### src/hdl/assert_macros.svh
// Assertion macros shared by the RTL; empty when SYNTH is defined.
`ifndef ASSERT_MACROS_SVH
`define ASSERT_MACROS_SVH

`ifndef SYNTH
// Property checked on every rising edge while out of reset.
`define ASSERT_CLK(lbl, clk, rst_n, prop, msg) \
  lbl: assert property (@(posedge clk) disable iff (!rst_n) (prop)) else $error(msg);
// Property checked on every rising edge, reset included.
`define ASSERT_ALWAYS(lbl, clk, prop, msg) \
  lbl: assert property (@(posedge clk) (prop)) else $error(msg);
`else
`define ASSERT_CLK(lbl, clk, rst_n, prop, msg)
`define ASSERT_ALWAYS(lbl, clk, prop, msg)
`endif

`endif

### src/hdl/cal_clk_pkg.sv
// Types, constants and calendar tables for the calendar clock.
package cal_clk_pkg;

  // Beat kinds carried on in_tuser.
  localparam logic OP_TICK = 1'b0;
  localparam logic OP_LOAD = 1'b1;

  // Rollover codes.
  localparam logic [1:0] ROLL_NONE  = 2'd0;
  localparam logic [1:0] ROLL_HOUR  = 2'd1;
  localparam logic [1:0] ROLL_DAY   = 2'd2;
  localparam logic [1:0] ROLL_MONTH = 2'd3;

  localparam logic [5:0] SEC_WRAP     = 6'd60;
  localparam logic [5:0] MIN_WRAP     = 6'd60;
  localparam logic [4:0] HOUR_WRAP    = 5'd24;
  localparam logic [3:0] MONTH_DEC    = 4'd12;
  localparam logic [3:0] MONTH_JAN    = 4'd1;
  localparam logic [4:0] DAY_FIRST    = 5'd1;
  localparam logic [2:0] WEEKDAY_LAST = 3'd7;
  localparam logic [8:0] DAYS_YEAR    = 9'd365;
  localparam logic [8:0] DAYS_LEAP    = 9'd366;
  localparam logic [31:0] RESET_YEAR  = 32'd2000;

  // Input beat payload, lowest field last.
  typedef struct packed {
    logic [3:0]  pad;
    logic [5:0]  load_minute;
    logic [4:0]  load_hour;
    logic [4:0]  load_day;
    logic [3:0]  load_month;
    logic [15:0] load_year;
  } in_data_t;

  // Output beat payload, lowest field last.
  typedef struct packed {
    logic        pad;
    logic [31:0] total_days;
    logic [1:0]  rollover;
    logic [16:0] seconds_of_day;
    logic [5:0]  week_of_year;
    logic [2:0]  weekday;
    logic [8:0]  day_of_year;
    logic [15:0] year;
    logic [3:0]  month;
    logic [4:0]  day;
    logic [4:0]  hour;
    logic [5:0]  minute;
    logic [5:0]  second;
  } out_data_t;

  // Days in a month; zero for codes that are not a month.
  function automatic logic [4:0] month_len(input logic [3:0] m, input logic leap);
    logic [4:0] len;
    case (m)
      4'd2:                     len = leap ? 5'd29 : 5'd28;
      4'd4, 4'd6, 4'd9, 4'd11:  len = 5'd30;
      4'd1, 4'd3, 4'd5, 4'd7,
      4'd8, 4'd10, 4'd12:       len = 5'd31;
      default:                  len = 5'd0;
    endcase
    return len;
  endfunction

  // Days in the months before m (at most January through November).
  function automatic logic [8:0] days_before(input logic [3:0] m, input logic leap);
    logic [8:0] days;
    case (m)
      4'd0, 4'd1: days = 9'd0;
      4'd2:       days = 9'd31;
      4'd3:       days = 9'd59;
      4'd4:       days = 9'd90;
      4'd5:       days = 9'd120;
      4'd6:       days = 9'd151;
      4'd7:       days = 9'd181;
      4'd8:       days = 9'd212;
      4'd9:       days = 9'd243;
      4'd10:      days = 9'd273;
      4'd11:      days = 9'd304;
      default:    days = 9'd334;
    endcase
    if (leap && m >= 4'd3) begin
      days = days + 9'd1;
    end
    return days;
  endfunction

endpackage

### src/hdl/calendar_clock.sv
// Calendar clock: one-second ticks and date loads on a streaming interface.
// An accepted input beat goes to the input register, then the result register.
// Throughput: one beat per cycle unless out_tready stalls; each calendar update
// is one pass of compare/increment logic between input and result registers.
// Reset (rst_n low, synchronous): both pipeline stages empty, clock set to
// 00:00:00 on January 1st of year 2000, weekday/week/day-of-year 1, day total 0.
`include "assert_macros.svh"

module calendar_clock
  import cal_clk_pkg::*;
#(
  parameter int YEAR_BITS = 16   // year counter width, 12..32
) (
  input  logic         clk,
  input  logic         rst_n,
  input  logic         in_tvalid,
  output logic         in_tready,
  input  logic         in_tuser,   // op: 0 tick, 1 load date
  // load_year[15:0], load_month[19:16], load_day[24:20], load_hour[29:25],
  // load_minute[35:30], zero pad [39:36]
  input  logic [39:0]  in_tdata,
  output logic         out_tvalid,
  input  logic         out_tready,
  // second[5:0], minute[11:6], hour[16:12], day[21:17], month[25:22],
  // year[41:26], day_of_year[50:42], weekday[53:51], week_of_year[59:54],
  // seconds_of_day[76:60], rollover[78:77], total_days[110:79], zero pad [111]
  output logic [111:0] out_tdata
);

  // ---------------------------------------------------------------------------
  // Stage 1: input register. A beat waits here until the result register can
  // take its update; the stage refills in the same cycle it drains.
  // ---------------------------------------------------------------------------
  logic     s1_valid_r;
  logic     s1_op_r;
  in_data_t s1_data_r;
  logic     out_valid_r;
  out_data_t out_data_r;
  logic     adv;

  assign adv       = s1_valid_r && (!out_valid_r || out_tready);
  assign in_tready = !s1_valid_r || adv;

  always_ff @(posedge clk) begin
    if (!rst_n) begin
      s1_valid_r <= 1'b0;
    end else if (in_tready) begin
      s1_valid_r <= in_tvalid;
    end
  end

  always_ff @(posedge clk) begin
    if (in_tvalid && in_tready) begin
      s1_op_r   <= in_tuser;
      s1_data_r <= in_tdata;
    end
  end

  // ---------------------------------------------------------------------------
  // Calendar state. It only moves when a stage-1 beat goes to the output.
  // ---------------------------------------------------------------------------
  logic [5:0]           sec_r,     sec_nxt;
  logic [5:0]           min_r,     min_nxt;
  logic [4:0]           hour_r,    hour_nxt;
  logic [4:0]           day_r,     day_nxt;
  logic [3:0]           month_r,   month_nxt;
  logic [YEAR_BITS-1:0] year_r,    year_nxt;
  logic [8:0]           yday_r,    yday_nxt;
  logic [2:0]           wday_r,    wday_nxt;
  logic [5:0]           week_r,    week_nxt;
  logic [31:0]          elapsed_r, elapsed_nxt;
  logic [1:0]           roll_nxt;

  // Tick path: carries, evaluated against the current (pre-step) state.
  logic [5:0]  sec_inc, min_inc;
  logic [4:0]  hour_inc;
  logic        leap_cur;
  logic [4:0]  mlen;
  logic        yday_wrap, wday_wrap, month_end, year_end;
  logic [4:0]  day_adv;
  logic [3:0]  month_adv;
  logic [YEAR_BITS-1:0] year_adv;
  logic [2:0]  wday_adv;
  logic [5:0]  week_adv;
  logic [8:0]  yday_adv;

  assign sec_inc  = sec_r + 6'd1;
  assign min_inc  = min_r + 6'd1;
  assign hour_inc = hour_r + 5'd1;
  assign leap_cur = (year_r[1:0] == 2'b00);
  assign mlen     = month_len(month_r, leap_cur);

  // Day-of-year wrap uses the year before any new-year carry of this step.
  assign yday_wrap = (yday_r == DAYS_LEAP && leap_cur) ||
                     (yday_r == DAYS_YEAR && !leap_cur);
  assign wday_wrap = (wday_r == WEEKDAY_LAST);
  // Months 0 and 13..15 have no end: the day simply wraps at its width.
  assign month_end = (mlen != 5'd0) && (day_r == mlen);
  assign year_end  = month_end && (month_r == MONTH_DEC);

  assign day_adv   = month_end ? DAY_FIRST : day_r + 5'd1;
  assign month_adv = !month_end ? month_r : (year_end ? MONTH_JAN : month_r + 4'd1);
  assign year_adv  = year_end ? year_r + YEAR_BITS'(1) : year_r;
  assign wday_adv  = wday_wrap ? 3'd1 : wday_r + 3'd1;
  // New year forces week 1 even when the weekday also wrapped.
  assign week_adv  = year_end ? 6'd1 : (wday_wrap ? week_r + 6'd1 : week_r);
  assign yday_adv  = yday_wrap ? 9'd1 : yday_r + 9'd1;

  // Load path: day of year from a month table, then split by 7 with a
  // reciprocal multiply (73/512) and one correction step.
  logic        load_leap;
  logic [8:0]  load_doy;
  logic [15:0] doy_prod;
  logic [6:0]  q_est;
  logic [8:0]  r_est;
  logic [6:0]  doy_q;
  logic [2:0]  doy_r;
  logic [2:0]  load_wday;
  logic [31:0] load_year_ext;

  assign load_leap     = (s1_data_r.load_year[1:0] == 2'b00);
  assign load_doy      = days_before(s1_data_r.load_month, load_leap) +
                         9'(s1_data_r.load_day);
  assign doy_prod      = 16'(load_doy) * 16'd73;
  assign q_est         = doy_prod[15:9];
  assign r_est         = load_doy - 9'(q_est) * 9'd7;
  assign load_year_ext = 32'(s1_data_r.load_year);

  always_comb begin
    if (r_est >= 9'd7) begin
      doy_q = q_est + 7'd1;
      doy_r = 3'(r_est - 9'd7);
    end else begin
      doy_q = q_est;
      doy_r = r_est[2:0];
    end
    // (doy-1) mod 7 + 1: a zero remainder means the seventh day.
    if (load_doy == 9'd0) begin
      load_wday = 3'd0;
    end else if (doy_r == 3'd0) begin
      load_wday = WEEKDAY_LAST;
    end else begin
      load_wday = doy_r;
    end
  end

  // Next state.
  always_comb begin
    sec_nxt     = sec_r;
    min_nxt     = min_r;
    hour_nxt    = hour_r;
    day_nxt     = day_r;
    month_nxt   = month_r;
    year_nxt    = year_r;
    yday_nxt    = yday_r;
    wday_nxt    = wday_r;
    week_nxt    = week_r;
    elapsed_nxt = elapsed_r;
    roll_nxt    = ROLL_NONE;
    if (s1_op_r == OP_LOAD) begin
      sec_nxt     = 6'd0;
      min_nxt     = s1_data_r.load_minute;
      hour_nxt    = s1_data_r.load_hour;
      day_nxt     = s1_data_r.load_day;
      month_nxt   = s1_data_r.load_month;
      year_nxt    = load_year_ext[YEAR_BITS-1:0];
      yday_nxt    = load_doy;
      wday_nxt    = load_wday;
      week_nxt    = 6'(doy_q + 7'd1);
      elapsed_nxt = 32'd0;
    end else if (sec_inc != SEC_WRAP) begin
      sec_nxt = sec_inc;
    end else begin
      sec_nxt = 6'd0;
      if (min_inc != MIN_WRAP) begin
        min_nxt = min_inc;
      end else begin
        min_nxt = 6'd0;
        if (hour_inc != HOUR_WRAP) begin
          hour_nxt = hour_inc;
          roll_nxt = ROLL_HOUR;
        end else begin
          hour_nxt    = 5'd0;
          day_nxt     = day_adv;
          month_nxt   = month_adv;
          year_nxt    = year_adv;
          yday_nxt    = yday_adv;
          wday_nxt    = wday_adv;
          week_nxt    = week_adv;
          elapsed_nxt = elapsed_r + 32'd1;
          roll_nxt    = month_end ? ROLL_MONTH : ROLL_DAY;
        end
      end
    end
  end

  always_ff @(posedge clk) begin
    if (!rst_n) begin
      sec_r     <= 6'd0;
      min_r     <= 6'd0;
      hour_r    <= 5'd0;
      day_r     <= DAY_FIRST;
      month_r   <= MONTH_JAN;
      year_r    <= RESET_YEAR[YEAR_BITS-1:0];
      yday_r    <= 9'd1;
      wday_r    <= 3'd1;
      week_r    <= 6'd1;
      elapsed_r <= 32'd0;
    end else if (adv) begin
      sec_r     <= sec_nxt;
      min_r     <= min_nxt;
      hour_r    <= hour_nxt;
      day_r     <= day_nxt;
      month_r   <= month_nxt;
      year_r    <= year_nxt;
      yday_r    <= yday_nxt;
      wday_r    <= wday_nxt;
      week_r    <= week_nxt;
      elapsed_r <= elapsed_nxt;
    end
  end

  // ---------------------------------------------------------------------------
  // Stage 2: result register, holds the post-step view until taken.
  // ---------------------------------------------------------------------------
  logic [31:0] year_out_ext;
  out_data_t   out_data_nxt;

  assign year_out_ext = 32'(year_nxt);

  always_comb begin
    out_data_nxt                = '0;
    out_data_nxt.second         = sec_nxt;
    out_data_nxt.minute         = min_nxt;
    out_data_nxt.hour           = hour_nxt;
    out_data_nxt.day            = day_nxt;
    out_data_nxt.month          = month_nxt;
    out_data_nxt.year           = year_out_ext[15:0];
    out_data_nxt.day_of_year    = yday_nxt;
    out_data_nxt.weekday        = wday_nxt;
    out_data_nxt.week_of_year   = week_nxt;
    // Even out-of-range loads fit; the sum is kept in 17 bits.
    out_data_nxt.seconds_of_day = 17'(sec_nxt) + 17'(min_nxt) * 17'd60 +
                                  17'(hour_nxt) * 17'd3600;
    out_data_nxt.rollover       = roll_nxt;
    out_data_nxt.total_days     = elapsed_nxt;
  end

  always_ff @(posedge clk) begin
    if (!rst_n) begin
      out_valid_r <= 1'b0;
    end else if (adv) begin
      out_valid_r <= 1'b1;
    end else if (out_tready) begin
      out_valid_r <= 1'b0;
    end
  end

  always_ff @(posedge clk) begin
    if (adv) begin
      out_data_r <= out_data_nxt;
    end
  end

  assign out_tvalid = out_valid_r;
  assign out_tdata  = out_data_r;

  // ---------------------------------------------------------------------------
  // Assertions
  // ---------------------------------------------------------------------------
  `ASSERT_ALWAYS(a_reset_empty, clk, !rst_n |=> !s1_valid_r && !out_valid_r, "pipeline not empty after reset")
  `ASSERT_CLK(a_stall_full, clk, rst_n, !in_tready |-> s1_valid_r && out_valid_r, "input stalled with free stage")
  `ASSERT_CLK(a_state_hold, clk, rst_n, !adv |=> $stable(elapsed_r) && $stable(sec_r) && $stable(yday_r), "calendar moved without a beat")
  `ASSERT_CLK(a_load_clear, clk, rst_n, adv && s1_op_r == OP_LOAD |=> out_data_r.total_days == 32'd0 && out_data_r.rollover == ROLL_NONE && out_data_r.second == 6'd0, "load did not clear counters")

endmodule

### config.mk
export PLATFORM = sky130hd
export DESIGN_NAME = calendar_clock
export DESIGN_NICKNAME = d
export VERILOG_FILES = /design/src/hdl/cal_clk_pkg.sv /design/src/hdl/calendar_clock.sv
export VERILOG_INCLUDE_DIRS = /design/src /design/src/hdl
export SDC_FILE = /design/constraint.sdc
export NUM_CORES = 1
export LEC_CHECK = 0
export BUFFER_PORTS_ARGS = -buffer_cell sky130_fd_sc_hd__buf_2
export CORE_ASPECT_RATIO = 1.25
export CORE_MARGIN = 1.5
export CORE_UTILIZATION = 47
export CTS_BUF_LIST = sky130_fd_sc_hd__clkbuf_4 sky130_fd_sc_hd__clkbuf_8 sky130_fd_sc_hd__clkbuf_16
export DETAILED_ROUTE_END_ITERATION = 7
export PLACE_DENSITY = 0.63
export SLEW_MARGIN = 20
export SYNTH_ARGS = -nofsm -noshare
export SYNTH_HDL_FRONTEND = slang
export SYNTH_SLANG_ARGS = --single-unit
### constraint.sdc
create_clock -name clk -period 12.8 [get_ports clk]
set_input_delay 1.28 -clock clk [delete_from_list [all_inputs] [get_ports clk]]
set_output_delay 1.28 -clock clk [all_outputs]
set_load 0.02 [all_outputs]
Word-level counts from Yosys, hierarchy flattened
Memory sizes are Yosys's and may differ from the RTL's. A register that Yosys moved wholly into a read port is not among the register bits.
Cells that the tools add are included.
{ "word_totals": {"regBits": 242, "mem_bits_ro": 144, "input_bits": 45, "out_inout_bits": 114, "word_cells": 155, "mem_count": 1} }
{ "op_classes": {"addsub": 18, "n_mul": 4, "n_lt_le_gt_ge": 2, "eq_ne": 19, "muxes": 57, "n_reduce_logical": 23} }
{ "mem_list": {"columns": ["memory", "words", "word_bits", "read_ports", "rd_clocked_by_memory_dff", "write_ports", "line_no", "rtl"], "rows": [
  ["(no name shown)", 16, 9, 1, 1, 0, "cal_clk_pkg.sv:68", "case (m)"]
]} }
{ "op_table": {"columns": ["op", "n"], "rows": [
  ["32-bit two-way mux", 4],
  ["16-bit two-way mux", 5],
  ["6-bit two-way mux", 12],
  ["9-bit two-way mux", 6],
  ["5-bit two-way mux", 9],
  ["32-bit by 1-bit adder with 32-bit output (second input constant)", 1],
  ["6-bit by 1-bit adder with 6-bit output (second input constant)", 5],
  ["4-bit two-way mux", 7],
  ["3-bit two-way mux", 8],
  ["4-bit equality test (second input constant)", 5],
  ["9-bit by 1-bit adder with 9-bit output (second input constant)", 2],
  ["9-bit equality test (second input constant)", 2],
  ["13-bit by 17-bit adder with 17-bit output", 1],
  ["16-bit by 1-bit adder with 16-bit output (second input constant)", 1],
  ["4-bit by 3-bit equality test with 1-bit output (second input constant)", 4],
  ["9-bit by 7-bit multiplier with 16-bit output (second input constant)", 1],
  ["5-bit one-hot mux with 3 select lines", 1],
  ["6-bit by 12-bit adder with 13-bit output", 1],
  ["5-bit by 8-bit multiplier with 13-bit output (second input constant)", 1],
  ["6-bit != test (second input constant)", 2],
  ["5-bit by 1-bit adder with 5-bit output (second input constant)", 2],
  ["6-bit by 4-bit multiplier with 10-bit output (second input constant)", 1],
  ["9-bit by 5-bit adder with 9-bit output", 1],
  ["9-bit by 3-bit >= comparator with 1-bit output (second input constant)", 1],
  ["other kinds (23)", 40]
]} }

Longest topological paths before layout
Gate-level depths: netlist of the first run.
{ "depth": {"ltp_word": 13, "ltp_mapped": 45, "ltp_nobuf": 44} }

Worst setup path before layout of the first run
No wires, ideal clock.
{ "synth_path": {"kind": "reg-to-reg", "startpoint": "register s1_data_r (netlist bit load_year_ext[1])", "endpoint": "register out_data_r (netlist bit out_tdata[58]), data pin", "setup_ns": 0.158, "t_arrival_ns": 9.837, "setup_slack_ns": 2.805, "stages_incl_launch_ff": 43, "n_path_buf": 1, "cell_sequence": "edfxtp_1 > or2_1 > nor2_1 > mux2_2 > ha_1 > nand3_1 > a21boi_0 > o21ai_0 > nand2_1 > xor2_1 > inv_1 > ha_1 > ha_1 > inv_1 > fa_1 > inv_1 > ha_1 > a21oi_1 > (+7 left out) > fa_1 > inv_1 > ha_1 > and2_1 > o21ai_0 > a31oi_1 > nor2_1 > xnor3_1 > xnor2_2 > buf_6 > nor2_2 > mux2_2 > ha_1 > and4b_1 > o22ai_1 > o311ai_1 > or3_1 > o211ai_1"} }
{ "synth_lines": {"columns": ["item", "line_no", "rtl"], "rows": [
  ["start, declared", "calendar_clock.sv:36", "in_data_t s1_data_r;"],
  ["start signal, assigned", "calendar_clock.sv:55", "s1_data_r <= in_tdata;"],
  ["end signal, assigned", "calendar_clock.sv:261", "out_data_r <= out_data_nxt;"],
  ["end, declared", "calendar_clock.sv:38", "out_data_t out_data_r;"]
]} }

==> out/metrics.yaml, run 1 <==
drt:
  firstDrtPassIters: 7
  wl_met2_um: 17600
  routed-via-count: 11700
  routed_wl_um: 34100
  dr.max_layer_used: "met4"
  dr_wl_met3_um: 1300
  ant_nets: 0
  wl_per_cell_um: 15.9
  m1WireLength_um: 14400
  drt_iter0_markers: 637
  drcViolationCount: 0
  viasPerCell: 5.47
cells_and_area:
  finalInstanceArea_um2: 17000
  area_growth_pct: 13.9
  drive_above_1_share_pct: 14.1
  fillCellCount: 2848
  n_antenna_cell: 0
  fin_cells: 2140
  num-nets-final: 1907
setup_path:
  crit_arrival_ns: 11.75
  startpoint_type: "flop"
  crit_required_ns: 13.10
  cp_slowest_cell: "or4b_2"
  crit_family: "adder cells"
  path_class: "flop to flop"
  crit_path_max_fanout: 12
  max_stage_delay_ns: 0.61
  crit_path_frequent_cell: "ha_1"
  cp_num_buf_inv: 5
  end_kind: "flop"
timing:
  fin_skew_ns: 0.0149
  max-slew-margin-rel_pct: 37.9
  finalHoldViolCount: 0
  clock.fmax_ghz: 0.0873
  worst_pin_slew_ns: 0.932
  min_period_ns: 11.45
  finalSetupViolCount: 0
  drv_slew: 0
  rsz0062_at_grt: "no"
  fin_ws_ns: 1.35
  setup_tns_ns: 0
  min_period_over_period_pct: 89.4
place:
  place_area_um2: 16100
  place_inst: 2090
  port_buffers: 153
  routabilityCongestion: 0.845
  pre_cts_slack_ns: 1.45
  dpl.hpwl_um: 24000
hold_path:
  hp-class: "flop to flop"
synth:
  yosysWarnings: 0
  synth_edf_count: 146
  synth_top_area_share_pct: 29.3
  ys_seq_area_share_pct: 43.2
  synth_fp_nets: 1771
  ys_types: 77
  ys_ff_latch: 249
  async_flop_share_pct: 0
  synth_area_um2: 14900
  synth_flop_cell: "edfxtp_1"
  synthTopCellsByArea: "edfxtp_1 (29%), dfxtp_1 (14%), ha_1 (11%)"
  synth_cells: 1577
  avgSynthCellArea_um2: 9.47
  synth_top_area_cell: "edfxtp_1"
die:
  die_x_um: 162
  core_area_um2: 31100
  die_h_um: 202
  rows: 72
  io-pin-count: 159
  die-area_um2: 32900
  start_util_pct: 48.1
job:
  max_cap_violations: 0
clocking:
  cts_made_buffers: 27
  clk_pin_slew_worst_paths_ns: 0.06
  clock_latency_ns: 0.55
  clock_path_buffers: 3
  tritoncts: "done"
  cts_hold_buf: 0
  cts_max_level: 1
  root_buffer: "clkbuf_16"
  cts.sinks: 249
  postCtsSetupRepairBufs: 0
  cts_resized: 0
global_route:
  grt_pass1_wl_um: 54700
  overflow: 0
  grt_pass1_vias: 11100
  antenna_found_initial: 0
  grt_max_degree: 130
  grtUsageTotal_pct: 20.7
status:
  outcome: "finished clean"
cell usage in the layout, fill, tap and decap left out, types with 4 or more instances in the layout:
master / instances
nand4_1: 23
nor2b_1: 11
clkbuf_4: 8
a22oi_1: 6
o21a_1: 4
or3_1: 12
o22ai_1: 6
buf_2: 153
a21oi_1: 137
a31oi_1: 5
edfxtp_1: 146
xor2_1: 43
mux2_2: 7
a211oi_1: 9
xnor2_1: 67
clkinvlp_4: 5
nand2b_1: 13
and4_1: 7
o21ai_0: 75
and3_1: 10
ha_1: 126
mux2i_1: 20
and4b_1: 4
dfxtp_1: 103
nor3_1: 21
inv_1: 98
buf_4: 17
or4_1: 7
fa_1: 23
nor4_1: 8
o2111ai_1: 6
nor2_1: 107
and2_1: 10
nand2_1: 252
o211ai_1: 9
nand3_1: 42
clkbuf_16: 27
a21o_1: 14
o31a_1: 5
o21bai_1: 14
cells by family after synthesis:
group / share of synthesized area, %
mux: 1.87
simple gates: 16.8
compound gates: 13.3
buf+inv: 4.32
flops: 43.2
xor+xnor: 6.71
other cells: 0.0251
fa+ha+maj: 13.8
flip-flops by register name, summed over array words and instances, names as in the netlist, 4 cells and up, named ones only:
signal,cells
month_r,4
out_tdata,109
week_r,6
day_r,5
min_r,6
elapsed_r,32
s1_data_r,20
sec_r,6
yday_r,9
load_year_ext,16
hour_r,5
year_r,16
worst paths after layout:
kind | cells after the start | end | slack [ns] | startpoint
min reg2reg | 2 | year_r[15] | 0.47 | year_r[15]
min | 2 | year_r[15] | 0.47 | year_r[15]
max | 41 | out_tdata[58] | 1.35 | load_year_ext[1]
max reg2reg | 41 | out_tdata[58] | 1.35 | load_year_ext[1]
synth_stat cells (8+ instances only):
cell,number
nor2b_1,11
clkbuf_1,48
buf_1,8
dfxtp_1,103
ha_1,126
inv_1,100
mux2i_1,20
a211oi_1,9
a21oi_1,137
nand2b_1,14
and3_1,10
xor2_1,43
fa_1,23
nor4_1,8
o21bai_1,14
and2_1,10
nor2_1,107
o211ai_1,9
xnor2_1,67
nor3_1,22
nand3_1,42
o21ai_0,75
edfxtp_1,146
a21o_1,14
nand4_1,23
nand2_1,252
or3_1,12
through the flow:
step	utilization [%]	hold WS, ns
global route	54.7	0.509
global placement	51.8	0.455
detailed placement	51.8	0.467
finish	54.7	0.475
CTS	54.7	0.476
floorplan	-	0.449
area by class of cell:
| class | instances | area, µm² | share of cell area (%) |
|---|---|---|---|
| multi-input cells | 1163 | 7860 | 46.2 |
| flip-flops and latches | 249 | 6450 | 37.9 |
| repair buffers | 171 | 921 | 5.41 |
| clock buffers | 36 | 749 | 4.40 |
| well taps | 407 | 509 | 2.99 |
| inverters | 101 | 384 | 2.26 |
| clock inverters | 13 | 146 | 0.860 |
layer usage:
| layer | global-route usage, % | vias up |
|---|---|---|
| li1 | - | 5838 |
| met1 | 25.3 | 5574 |
| met2 | 37.8 | 235 |
| met3 | 2.26 | 50 |
| met4 | 6.42 | 0 |
| met5 | 0 | - |
worst register-to-register path, delay by kind of cell, from the launching register on:
| family | cells | cell delay (ns) |
|---|---|---|
| AO/OA/AOI/OAI | 10 | 1.84 |
| XOR/XNOR | 6 | 2.06 |
| adder cells (fa/ha/maj) | 9 | 3.31 |
| buffers and inverters | 5 | 0.47 |
| flip-flops | 1 | 0.39 |
| AND/OR/NAND/NOR | 11 | 3.12 |
Power of run 1 is not shown: default switching activity piles up to over one toggle a cycle in this logic, so the estimate is an artifact.
==> run 2: changes to the inputs <==
--- a/config.mk
+++ b/config.mk
@@ -9,10 +9,11 @@
 export BUFFER_PORTS_ARGS = -buffer_cell sky130_fd_sc_hd__buf_2
 export CORE_ASPECT_RATIO = 1.25
 export CORE_MARGIN = 1.5
-export CORE_UTILIZATION = 47
+export CORE_UTILIZATION = 34
 export CTS_BUF_LIST = sky130_fd_sc_hd__clkbuf_4 sky130_fd_sc_hd__clkbuf_8 sky130_fd_sc_hd__clkbuf_16
 export DETAILED_ROUTE_END_ITERATION = 7
-export PLACE_DENSITY = 0.63
+export GPL_TIMING_DRIVEN = 0
+export PLACE_DENSITY = 0.48
 export SLEW_MARGIN = 20
 export SYNTH_ARGS = -nofsm -noshare
 export SYNTH_HDL_FRONTEND = slang
==> out/metrics.yaml, run 2 (synthesized netlist as in run 1, its figures left out) <==
status:
  outcome: "finished clean"
timing:
  setup_tns_ns: 0
  min_period_ns: 11.55
  fin_skew_ns: 0.0199
  finalSetupViolCount: 0
  rsz0062_at_grt: "no"
  clock.fmax_ghz: 0.0866
  min_period_over_period_pct: 90.2
  max-slew-margin-rel_pct: 36.2
  finalHoldViolCount: 0
  drv_slew: 0
  worst_pin_slew_ns: 0.948
cells_and_area:
  area_growth_pct: 16.3
  num-nets-final: 1957
  finalInstanceArea_um2: 17400
  drive_above_1_share_pct: 13.2
  layout_commonest_cell: "nand2_1"
  largest_register_ffs: 109
  n_antenna_cell: 0
  final_cell_mix: "nand2_1 (252), buf_2 (156), edfxtp_1 (146)"
  fillCellCount: 4446
setup_path:
  crit_path_max_fanout: 10
  crit_path_frequent_cell: "ha_1"
  startpoint_type: "flop"
  crit_required_ns: 13.16
  cp_slowest_cell: "or4b_2"
  r2r_slack_ns: 1.25
  crit_arrival_ns: 11.90
  end_kind: "flop"
  path_class: "flop to flop"
  max_stage_delay_ns: 0.60
clocking:
  clk_pin_slew_worst_paths_ns: 0.07
  clock_path_buffers: 3
  cts_resized: 0
  postCtsSetupRepairBufs: 0
  root_buffer: "clkbuf_16"
  tritoncts: "done"
  cts_made_buffers: 28
  clock_latency_ns: 0.57
  cts_hold_buf: 0
  cts.sinks: 249
  cts_max_level: 1
drt:
  wl_per_cell_um: 17.6
  ant_nets: 0
  routed_wl_um: 41400
  routed-via-count: 11900
  firstDrtPassIters: 5
  drcViolationCount: 0
  drt_iter0_markers: 630
  viasPerCell: 5.07
global_route:
  grt_pass1_vias: 11700
  overflow: 0
  grt_pass1_wl_um: 64100
  antenna_found_initial: 0
  grt_max_degree: 57
  grtUsageTotal_pct: 18.3
die:
  start_util_pct: 34.6
  die_h_um: 237
  rows: 85
  core_area_um2: 43200
  die_x_um: 190
  io-pin-count: 159
  die-area_um2: 45200
place:
  place_area_um2: 16500
  routabilityCongestion: 0.862
  dpl.hpwl_um: 31000
  port_buffers: 153
hold_path:
  hp-class: "flop to flop"
job:
  max_cap_violations: 0
==> run 2: final cells by class <==
class                           instances  area (µm²)  share of cell area, %
Timing Repair Buffer                  156         841                   4.84
Inverter                              101         379                   2.18
Multi-Input combinational cell       1163        7850                   45.2
Clock inverter                         20         148                  0.850
Buffer                                 64         270                   1.56
Clock buffer                           32         731                   4.21
Tap cell                              565         707                   4.07
Sequential cell                       249        6450                   37.1
==> run 2: critical path: cells and delay by family, from the launching register on <==
family / cells / cell delay [ns]
compound gates: 11 / 2.31
xor+xnor: 5 / 1.43
fa+ha+maj: 9 / 3.38
buf+inv: 6 / 0.66
flops: 1 / 0.48
mux: 1 / 0.38
simple gates: 10 / 2.72
==> run 2: worst paths after layout <==
check	to	from	cells past startpoint
worst max-delay path	out_tdata[58]	s1_data_r[16]	42
worst min-delay path	year_r[15]	year_r[15]	2
worst max register to register	out_tdata[58]	s1_data_r[16]	42
worst min register to register	year_r[15]	year_r[15]	2
==> run 2: metrics by stage <==
step / hold WS, ns / worst slack, ns / std cells / util (%)
3_5_place_dp: 0.470 / 1.20 / 2298 / 38.2
6_report: 0.479 / 1.25 / 2350 / 40.2
4_1_cts: 0.481 / 1.14 / 2350 / 40.2
5_1_grt: 0.503 / 0.409 / 2350 / 40.2
3_3_place_gp: 0.461 / 1.26 / 2295 / 38.0
2_1_floorplan: 0.449 / 2.80 / 1577 / -
==> run 2: metal layers <==
| metal | up-vias | global-route usage [%] | wire length, µm |
|---|---|---|---|
| met5 | - | 0 | 0 |
| met4 | 0 | 4.89 | 970 |
| met3 | 58 | 2.02 | 1550 |
| met2 | 254 | 33.9 | 21100 |
| met1 | 5661 | 22.1 | 17800 |
| li1 | 5935 | - | - |
Power of run 2 is left out for the same reason.
